<file path="src/spa_pkg.sv">
`timescale 1ns / 1ps
`default_nettype none

package spa_pkg;

  // Field widths of one term
  localparam int unsigned EXP_W  = 16;
  localparam int unsigned COEF_W = 32;
  localparam int unsigned OP_W   = 2;

  // Default list depth
  localparam int unsigned MAX_TERMS_DEF = 16;

  // Command queue between front and back, a power of two
  localparam int unsigned Q_DEPTH = 2;

  // Operation codes on the input channel
  localparam logic [OP_W-1:0] OP_LOAD_A  = 2'd0;
  localparam logic [OP_W-1:0] OP_LOAD_B  = 2'd1;
  localparam logic [OP_W-1:0] OP_COMPUTE = 2'd2;

  // Saturation limits of a Q16.16 coefficient
  localparam logic signed [COEF_W-1:0] COEF_MAX = {1'b0, {(COEF_W-1){1'b1}}};
  localparam logic signed [COEF_W-1:0] COEF_MIN = {1'b1, {(COEF_W-1){1'b0}}};

  typedef enum logic [1:0] {
    CMD_LOAD_A,
    CMD_LOAD_B,
    CMD_COMPUTE
  } cmd_kind_t;

  typedef struct packed {
    logic [EXP_W-1:0]         exp;
    logic signed [COEF_W-1:0] coef;
  } term_t;

  typedef struct packed {
    cmd_kind_t kind;
    term_t     term;
  } cmd_t;

  typedef enum logic {
    BK_IDLE,
    BK_MERGE
  } bk_state_t;

endpackage

`default_nettype wire

</file>
<file path="src/spa_front.sv">
`timescale 1ns / 1ps
`default_nettype none

module spa_front (
  input  wire logic                      clk,
  input  wire logic                      rst_n,
  input  wire logic                      in_tvalid,
  output logic                           in_tready,
  input  wire logic [47:0]               in_tdata,
  input  wire logic [spa_pkg::OP_W-1:0]  in_tuser,
  output logic                           cmd_valid,
  output spa_pkg::cmd_t                  cmd,
  input  wire logic                      cmd_pop
);

  localparam int unsigned PTR_W = (spa_pkg::Q_DEPTH > 1) ? $clog2(spa_pkg::Q_DEPTH) : 1;
  localparam int unsigned CNT_W = $clog2(spa_pkg::Q_DEPTH + 1);

  spa_pkg::cmd_t    q_r [spa_pkg::Q_DEPTH];
  logic [PTR_W-1:0] wr_ptr_r, wr_ptr_nxt;
  logic [PTR_W-1:0] rd_ptr_r, rd_ptr_nxt;
  logic [CNT_W-1:0] cnt_r, cnt_nxt;

  spa_pkg::cmd_t    in_cmd;
  logic             op_known;
  logic             push;
  logic             pop;

  // Classify the operation; reserved codes are taken and dropped
  always_comb begin
    in_cmd.term.exp  = in_tdata[15:0];
    in_cmd.term.coef = in_tdata[47:16];
    in_cmd.kind      = spa_pkg::CMD_LOAD_A;
    op_known         = 1'b1;
    case (in_tuser)
      spa_pkg::OP_LOAD_A:  in_cmd.kind = spa_pkg::CMD_LOAD_A;
      spa_pkg::OP_LOAD_B:  in_cmd.kind = spa_pkg::CMD_LOAD_B;
      spa_pkg::OP_COMPUTE: in_cmd.kind = spa_pkg::CMD_COMPUTE;
      default:             op_known    = 1'b0;
    endcase
  end

  assign in_tready = (cnt_r != CNT_W'(spa_pkg::Q_DEPTH));
  assign cmd_valid = (cnt_r != '0);
  assign cmd       = q_r[rd_ptr_r];

  assign push = in_tvalid && in_tready && op_known;
  assign pop  = cmd_pop && cmd_valid;

  always_comb begin
    wr_ptr_nxt = push ? wr_ptr_r + PTR_W'(1) : wr_ptr_r;
    rd_ptr_nxt = pop ? rd_ptr_r + PTR_W'(1) : rd_ptr_r;
    cnt_nxt    = cnt_r + CNT_W'(push) - CNT_W'(pop);
  end

  always_ff @(posedge clk) begin
    if (!rst_n) begin
      wr_ptr_r <= '0;
      rd_ptr_r <= '0;
      cnt_r    <= '0;
    end else begin
      wr_ptr_r <= wr_ptr_nxt;
      rd_ptr_r <= rd_ptr_nxt;
      cnt_r    <= cnt_nxt;
    end
  end

  always_ff @(posedge clk) begin
    if (push) begin
      q_r[wr_ptr_r] <= in_cmd;
    end
  end

endmodule

`default_nettype wire

</file>
<file path="src/spa_back.sv">
`timescale 1ns / 1ps
`default_nettype none

module spa_back #(
  parameter int unsigned MAX_TERMS = spa_pkg::MAX_TERMS_DEF
) (
  input  wire logic                           clk,
  input  wire logic                           rst_n,
  input  wire logic                           cmd_valid,
  input  wire spa_pkg::cmd_t                  cmd,
  output logic                                cmd_pop,
  output logic                                out_tvalid,
  input  wire logic                           out_tready,
  output logic [spa_pkg::EXP_W-1:0]           out_exp,
  output logic signed [spa_pkg::COEF_W-1:0]   out_coef,
  output logic                                out_tlast,
  output logic                                out_empty
);

  localparam int unsigned IDX_W  = (MAX_TERMS > 1) ? $clog2(MAX_TERMS) : 1;
  localparam int unsigned CNT_W  = $clog2(MAX_TERMS + 1);
  localparam int unsigned COEF_W = spa_pkg::COEF_W;

  spa_pkg::term_t       terms_a_r [MAX_TERMS];
  spa_pkg::term_t       terms_b_r [MAX_TERMS];

  spa_pkg::bk_state_t   state_r, state_nxt;
  logic [CNT_W-1:0]     cnt_a_r, cnt_a_nxt;
  logic [CNT_W-1:0]     cnt_b_r, cnt_b_nxt;
  logic [CNT_W-1:0]     ia_r, ia_nxt;
  logic [CNT_W-1:0]     ib_r, ib_nxt;

  logic                 pend_valid_r, pend_valid_nxt;
  spa_pkg::term_t       pend_r, pend_nxt;

  logic                 out_valid_r, out_valid_nxt;
  spa_pkg::term_t       out_term_r, out_term_nxt;
  logic                 out_last_r, out_last_nxt;
  logic                 out_empty_r, out_empty_nxt;

  // Merge datapath
  spa_pkg::term_t       ta, tb;
  logic                 a_ok, b_ok, walk_done;
  logic                 match, take_a;
  logic [COEF_W:0]      sum_w;
  logic signed [COEF_W-1:0] sum_sat;
  logic                 prod_valid;
  spa_pkg::term_t       prod;
  logic                 adv_a, adv_b;
  logic                 out_free;

  // Control
  logic                 wr_a, wr_b, start, adv, fin, push_pend;

  assign ta        = terms_a_r[ia_r[IDX_W-1:0]];
  assign tb        = terms_b_r[ib_r[IDX_W-1:0]];
  assign a_ok      = (ia_r < cnt_a_r);
  assign b_ok      = (ib_r < cnt_b_r);
  assign walk_done = !a_ok && !b_ok;
  assign out_free  = !out_valid_r || out_tready;

  always_comb begin
    sum_w = {ta.coef[COEF_W-1], ta.coef} + {tb.coef[COEF_W-1], tb.coef};
    if (sum_w[COEF_W] != sum_w[COEF_W-1]) begin
      sum_sat = sum_w[COEF_W] ? spa_pkg::COEF_MIN : spa_pkg::COEF_MAX;
    end else begin
      sum_sat = sum_w[COEF_W-1:0];
    end
  end

  // One merge step: equal exponents add, otherwise the larger exponent passes
  always_comb begin
    match      = a_ok && b_ok && (ta.exp == tb.exp);
    take_a     = !match && (!b_ok || (a_ok && (ta.exp > tb.exp)));
    prod_valid = 1'b1;
    prod       = tb;
    adv_a      = 1'b0;
    adv_b      = 1'b0;
    if (match) begin
      prod.exp   = ta.exp;
      prod.coef  = sum_sat;
      prod_valid = (sum_sat != '0);
      adv_a      = 1'b1;
      adv_b      = 1'b1;
    end else if (take_a) begin
      prod  = ta;
      adv_a = 1'b1;
    end else begin
      adv_b = 1'b1;
    end
  end

  // Next state
  always_comb begin
    state_nxt = state_r;
    case (state_r)
      spa_pkg::BK_IDLE: begin
        if (cmd_valid && (cmd.kind == spa_pkg::CMD_COMPUTE)) begin
          state_nxt = spa_pkg::BK_MERGE;
        end
      end
      spa_pkg::BK_MERGE: begin
        if (walk_done && out_free) begin
          state_nxt = spa_pkg::BK_IDLE;
        end
      end
      default: state_nxt = spa_pkg::BK_IDLE;
    endcase
  end

  // State outputs
  always_comb begin
    cmd_pop = 1'b0;
    wr_a    = 1'b0;
    wr_b    = 1'b0;
    start   = 1'b0;
    adv     = 1'b0;
    fin     = 1'b0;
    case (state_r)
      spa_pkg::BK_IDLE: begin
        if (cmd_valid) begin
          cmd_pop = 1'b1;
          case (cmd.kind)
            spa_pkg::CMD_LOAD_A:  wr_a  = (cnt_a_r < CNT_W'(MAX_TERMS));
            spa_pkg::CMD_LOAD_B:  wr_b  = (cnt_b_r < CNT_W'(MAX_TERMS));
            spa_pkg::CMD_COMPUTE: start = 1'b1;
            default:              start = 1'b0;
          endcase
        end
      end
      spa_pkg::BK_MERGE: begin
        if (walk_done) begin
          fin = out_free;
        end else begin
          // hold the step while a new term and the held term both wait and the output is stalled
          adv = !(prod_valid && pend_valid_r && !out_free);
        end
      end
      default: begin
        fin = 1'b0;
      end
    endcase
  end

  assign push_pend = adv && prod_valid && pend_valid_r;

  always_comb begin
    cnt_a_nxt      = cnt_a_r;
    cnt_b_nxt      = cnt_b_r;
    ia_nxt         = ia_r;
    ib_nxt         = ib_r;
    pend_valid_nxt = pend_valid_r;
    pend_nxt       = pend_r;
    out_valid_nxt  = out_valid_r;
    out_term_nxt   = out_term_r;
    out_last_nxt   = out_last_r;
    out_empty_nxt  = out_empty_r;

    if (wr_a) cnt_a_nxt = cnt_a_r + CNT_W'(1);
    if (wr_b) cnt_b_nxt = cnt_b_r + CNT_W'(1);

    if (start) begin
      ia_nxt         = '0;
      ib_nxt         = '0;
      pend_valid_nxt = 1'b0;
    end

    if (out_tready) out_valid_nxt = 1'b0;

    if (adv) begin
      ia_nxt = ia_r + CNT_W'(adv_a);
      ib_nxt = ib_r + CNT_W'(adv_b);
      if (prod_valid) begin
        pend_valid_nxt = 1'b1;
        pend_nxt       = prod;
      end
    end

    if (push_pend) begin
      out_valid_nxt = 1'b1;
      out_term_nxt  = pend_r;
      out_last_nxt  = 1'b0;
      out_empty_nxt = 1'b0;
    end

    if (fin) begin
      out_valid_nxt  = 1'b1;
      out_last_nxt   = 1'b1;
      out_empty_nxt  = !pend_valid_r;
      out_term_nxt   = pend_valid_r ? pend_r : '0;
      pend_valid_nxt = 1'b0;
      cnt_a_nxt      = '0;
      cnt_b_nxt      = '0;
    end
  end

  always_ff @(posedge clk) begin
    if (!rst_n) begin
      state_r      <= spa_pkg::BK_IDLE;
      cnt_a_r      <= '0;
      cnt_b_r      <= '0;
      ia_r         <= '0;
      ib_r         <= '0;
      pend_valid_r <= 1'b0;
      out_valid_r  <= 1'b0;
    end else begin
      state_r      <= state_nxt;
      cnt_a_r      <= cnt_a_nxt;
      cnt_b_r      <= cnt_b_nxt;
      ia_r         <= ia_nxt;
      ib_r         <= ib_nxt;
      pend_valid_r <= pend_valid_nxt;
      out_valid_r  <= out_valid_nxt;
    end
  end

  always_ff @(posedge clk) begin
    pend_r      <= pend_nxt;
    out_term_r  <= out_term_nxt;
    out_last_r  <= out_last_nxt;
    out_empty_r <= out_empty_nxt;
    if (wr_a) terms_a_r[cnt_a_r[IDX_W-1:0]] <= cmd.term;
    if (wr_b) terms_b_r[cnt_b_r[IDX_W-1:0]] <= cmd.term;
  end

  assign out_tvalid = out_valid_r;
  assign out_exp    = out_term_r.exp;
  assign out_coef   = out_term_r.coef;
  assign out_tlast  = out_last_r;
  assign out_empty  = out_empty_r;

endmodule

`default_nettype wire

</file>
<file path="src/sparse_polynomial_adder_unit.sv">
`timescale 1ns / 1ps
`default_nettype none

// Sparse polynomial adder.
// Input channel (in_*): one transaction per command. in_tuser selects the
// command: load a term into list A, load a term into list B, or compute.
// Reserved codes are accepted and dropped. Loads into a full list are lost.
// Output channel (out_*): one transaction per term of A + B, the larger exponent
// first at each merge step, out_tlast on the final one. A sum with no terms
// gives one transaction with out_tuser set, out_tlast set and zero data. Both
// lists clear afterward. The back end retires one load per cycle while idle;
// during a compute the merge walk advances one step per cycle unless the
// output stalls it, reading each list's register file once per step; one term
// is held back in a register so the last flag is known. A load reaches its
// list through the command queue.
// A stalled receiver holds the output register and then the merge walk; the
// command queue keeps taking transactions until it fills.
// Reset (rst_n low, synchronous) empties the queue and both lists and drops
// any result not yet taken; list contents themselves are not cleared.
module sparse_polynomial_adder_unit #(
  parameter int unsigned MAX_TERMS = spa_pkg::MAX_TERMS_DEF
) (
  input  wire logic        clk,
  input  wire logic        rst_n,
  // Command channel
  input  wire logic        in_tvalid,
  output logic             in_tready,
  input  wire logic [47:0] in_tdata,   // [15:0] exponent, [47:16] coefficient
  input  wire logic [1:0]  in_tuser,   // [1:0] op
  // Result channel
  output logic             out_tvalid,
  input  wire logic        out_tready,
  output logic [47:0]      out_tdata,  // [15:0] exponent_res, [47:16] coefficient_res
  output logic             out_tlast,
  output logic [0:0]       out_tuser   // [0] empty_res
);

  logic                                    cmd_valid;
  spa_pkg::cmd_t                           cmd;
  logic                                    cmd_pop;
  logic [spa_pkg::EXP_W-1:0]               res_exp;
  logic signed [spa_pkg::COEF_W-1:0]       res_coef;
  logic                                    res_empty;

  // Accept and classify commands, queue them for the back end
  spa_front u_front (
    .clk       (clk),
    .rst_n     (rst_n),
    .in_tvalid (in_tvalid),
    .in_tready (in_tready),
    .in_tdata  (in_tdata),
    .in_tuser  (in_tuser),
    .cmd_valid (cmd_valid),
    .cmd       (cmd),
    .cmd_pop   (cmd_pop)
  );

  // Hold the term lists, run the merge walk, drive the result register
  spa_back #(
    .MAX_TERMS (MAX_TERMS)
  ) u_back (
    .clk        (clk),
    .rst_n      (rst_n),
    .cmd_valid  (cmd_valid),
    .cmd        (cmd),
    .cmd_pop    (cmd_pop),
    .out_tvalid (out_tvalid),
    .out_tready (out_tready),
    .out_exp    (res_exp),
    .out_coef   (res_coef),
    .out_tlast  (out_tlast),
    .out_empty  (res_empty)
  );

  assign out_tdata = {res_coef, res_exp};
  assign out_tuser = res_empty;

endmodule

`default_nettype wire

</file>
<file path="config.mk">
export PLATFORM = sky130hd
export DESIGN_NAME = sparse_polynomial_adder_unit
export DESIGN_NICKNAME = d
export VERILOG_FILES = /design/src/spa_pkg.sv /design/src/spa_front.sv /design/src/spa_back.sv /design/src/sparse_polynomial_adder_unit.sv
export SDC_FILE = /design/constraint.sdc
export NUM_CORES = 2
export LEC_CHECK = 0
export BUFFER_PORTS_ARGS = -buffer_cell sky130_fd_sc_hd__buf_2
export CAP_MARGIN = 15
export CORE_MARGIN = 3
export CORE_UTILIZATION = 30
export DETAILED_ROUTE_END_ITERATION = 12
export SLEW_MARGIN = 20
export SYNTH_ARGS = -nofsm -noshare
export SYNTH_HDL_FRONTEND = slang
export SYNTH_SLANG_ARGS = --single-unit
</file>
<file path="constraint.sdc">
create_clock -name clk -period 10.5 [get_ports clk]
set_input_delay 2.625 -clock clk [delete_from_list [all_inputs] [get_ports clk]]
set_output_delay 2.625 -clock clk [all_outputs]
set_load 0.02 [all_outputs]
</file>
==> summary.txt <==
Min path
  • Hold Path Sink: u_back.cnt_a_r[4]$_SDFFE_PP0P_
  • Hold path start: u_back.cnt_a_r[4]$_SDFFE_PP0P_
  • Hold Crit Depth: 2
  • Type of the worst min-delay path: flip-flop to flip-flop

Final layout
  • Layout cell share with drive strength beyond 1: 0.281
  • Commonest non-fill, non-tap cell in the layout: edfxtp_1
  • Non-Filler Instances: 6619
  • Leading cell types in the layout, fill and taps excluded: edfxtp_1 (1733), mux4_2 (480), clkbuf_16 (181)
  • Area growth syn-to-layout: 14.5%
  • Fin nets: between 3000 and 4000

Setup path
  • Required time worst endpoint: roughly 11 ns
  • CP startpoint kind: flip-flop
  • Crit-path most repeated cell: mux4_2
  • Crit path max fanout: 52
  • Worst R2R End: u_back.out_coef[3]$_DFFE_PP_
  • CP Capture Type: flip-flop
  • Slowest-stage cell, CP: dfxtp_4
  • Critical path class: flip-flop to flip-flop
  • Crit-path cells: buf_4 > mux4_2 > mux4_2 > ha_1 > nand3_1 > a21o_1 > a2111oi_0 > or3_4 > xnor2_1 > nand4_1 > or4b_1 > or4_1 > o31ai_2 > a21boi_4 > nand2_1 > nand2_4
  • Reg2Reg Depth: 16
  • Slowest stage delay, CP: a little under 0.9 ns
  • WP buf/inv: 1
  • Delay-heaviest family, CP: simple AND/OR/NAND/NOR gates
  • Crit path DAT: between 7 and 8 ns
  • FF-to-FF setup slack: about 3.2 ns

Yosys
  • Unique masters post-synth: 67
  • Synth area leaders: edfxtp_1 (75%), mux4_2 (16%), ha_1 (1.3%), dfxtp_1 (1.1%), mux2_2 (0.79%)
  • Synth Cell Area: ~0.07 mm^2
  • Syn Inst Count: approximately 3300
  • Area leader, netlist: edfxtp_1
  • Mapped Nets: around 3400
  • Yosys warnings: 0
  • Top-area cell type share of the netlist area: 0.746
  • Post-synth EDFFs: 1733
  • Seq/Total Area, Yosys: 0.757
  • Async SR Flop Fraction: 0
  • Synthesized area per cell: 21.4 um^2
  • Synth Register Bits: about 1800
  • Ys flop type: edfxtp_1

Clock tree
  • CTS tree: built
  • Post-CTS setup buffer count: 0
  • CTS clk-pin slew, worst paths: 0.06 ns
  • Clock root buffer: clkbuf_16
  • Skew-Pair Late Insertion Delay: 0.81 ns
  • Num CTS Buffers: around 180
  • CTS Hold Bufs: 0
  • Clock Path Buffers: 3
  • Post_cts resized: 0
  • H-tree Lvls: 4
  • CTS sink cnt: roughly 1800

Route
  • DRT iter0 DRCs: slightly below 4000
  • Routed WL per cell: 27.4 um
  • Antenna viol nets, final: 0
  • Via count: 34054
  • Post-Route WL: ~180000 um
  • DRT Pass-1 Iters: 5
  • DRC: 0
  • Avg Vias per Cell: a little over 5

Timing
  • Fin crit period: ~7.3 ns
  • Clk_skew: between 0.04 and 0.05 ns
  • Worst slew pin tran: between 1 and 1.5 ns
  • Fin crit share: 0.692
  • Final Hold Fails: 0
  • Rel. slew slack: 0.235
  • Final Setup Violations: 0
  • TNS Setup: 0 ns
  • Hold Slack: about 0.47 ns
  • FMAX: 138 MHz
  • Unrepaired setup endpoints after global routing: no
  • Max Slew Vio Count: 0

Place
  • Number of buffers added on ports: around 110
  • Dpl cells: approximately 6300
  • Routability cong.: roughly 0.9
  • Post-DP HPWL: roughly 100000 um

GRT
  • First-pass GRT wire length: 256000 um
  • Largest net degree at the start of global routing: 90
  • Tot GR Track Use: 0.151
  • Vias in the first global route: 34207
  • Initial antenna violation count: 12
  • Overflow after GRT: 0

Floorplan
  • Die area: about 0.24 mm^2
  • Starting Density: 0.302
  • Die Ht: just under 500 um
  • Core Footprint: between 0.2 and 0.25 mm^2
  • Die extent in x: a little under 500 um
  • Total I/O pin count: between 100 and 150
  • Row count: around 180

Pwr
  • PwrDens: approximately 210 mW/mm^2
  • Leakage: between 20 and 25 nW
  • Worst vdd ir: approximately 0.13 mV
  • Total power: about 17 mW

Run status
  • Status: finished, final reports clean

Run
  • Max Cap Viol: 0
==> per-layer routing <==
layer  vias to the layer above  part of all wire  routed length, um  GRT usage
met3                       278             0.071              12800     0.0278
met1                     18437              0.41              73800      0.202
met4                         0             0.032               5730     0.0499
met2                      1352              0.49              88800      0.247
met5                         -                 0                  0          0
li1                      13987                 -                  -          -
==> sequential cells by signal, indices dropped and copies added (netlist names), 16 cells and up, named ones only <==
signal,count
u_back.terms_a_r,768
u_back.terms_b_r,768
u_front.q_r,100
u_back.pend_r,48
u_back.out_coef,32
u_back.out_exp,16
==> power by group <==
part           internal, mW  total [mW]  leakage [nW]  switching, mW
Sequential             8.44        8.51          15.9         0.0674
Clock                  3.45        6.08          2.72           2.64
Combinational         0.667        2.25          5.56           1.58
==> worst reg2reg max path, cell delays in order, from the launching register on <==
cell and delay [ns]:
dfxtp_4 0.87, buf_4 0.79, mux4_2 0.45, mux4_2 0.52, ha_1 0.38, nand3_1 0.16, a21o_1 0.22, a2111oi_0 0.51
or3_4 0.25, xnor2_1 0.16, nand4_1 0.14, or4b_1 0.58, or4_1 0.54, o31ai_2 0.43, a21boi_4 0.11, nand2_1 0.18
nand2_4 0.48
==> synth_stat cells (all sizes together), types with 22 or more instances <==
library cell	instances
a21oi	72
buf	53
clkbuf	107
dfxtp	37
edfxtp	1733
ha	70
inv	42
mux2	49
mux4	480
nand2	121
nand3	51
nor2	67
nor2b	57
nor3	22
o21ai	72
xnor2	27
==> through the flow <==
step / instance area [um^2] / utilization / setup slack (ns)
finish: 79900 / 0.346 / 3.24
global route: 79900 / 0.346 / 2.82
CTS: 79900 / 0.346 / 3.17
detailed placement: 74300 / 0.322 / 3.18
global placement: 74300 / 0.322 / 3.25
floorplan: 69700 / - / 1.37
==> cell type report <==
type                            instances  area (um^2)
Fill cell                           21195       151000
Sequential cell                      1770        52800
Multi-Input combinational cell       1285        16400
Clock buffer                          213         4650
Tap cell                             3026         3790
Timing Repair Buffer                  174         1120
Clock inverter                        105          885
Inverter                               42          158
Antenna cell                            4         10.0
==> worst max-delay path by stage <==
stage | start | endpoint | slack [ns] | cells after the start
finish | flip-flop | u_back.out_coef[3]$_DFFE_PP_ | 3.24 | 16
global route | flip-flop | u_back.out_coef[3]$_DFFE_PP_ | 2.82 | 16
CTS | flip-flop | u_back.out_coef[7]$_DFFE_PP_ | 3.17 | 16
detailed placement | flip-flop | u_back.out_coef[8]$_DFFE_PP_ | 3.18 | 16
global placement | flip-flop | u_back.out_coef[8]$_DFFE_PP_ | 3.25 | 16
floorplan | flip-flop | u_back.out_coef[0]$_DFFE_PP_ | 1.37 | 18
==> logic make-up after synthesis <==
kind of cell / share of synthesized area
buffers and inverters: 0.0113
and+or+nand+nor: 0.0271
muxes: 0.164
DFF: 0.757
adders and majority gates: 0.0128
xor gates and xnor gates: 0.00465
AOI/OAI and AO/OA: 0.0232
(Power assumes the default switching activity.)
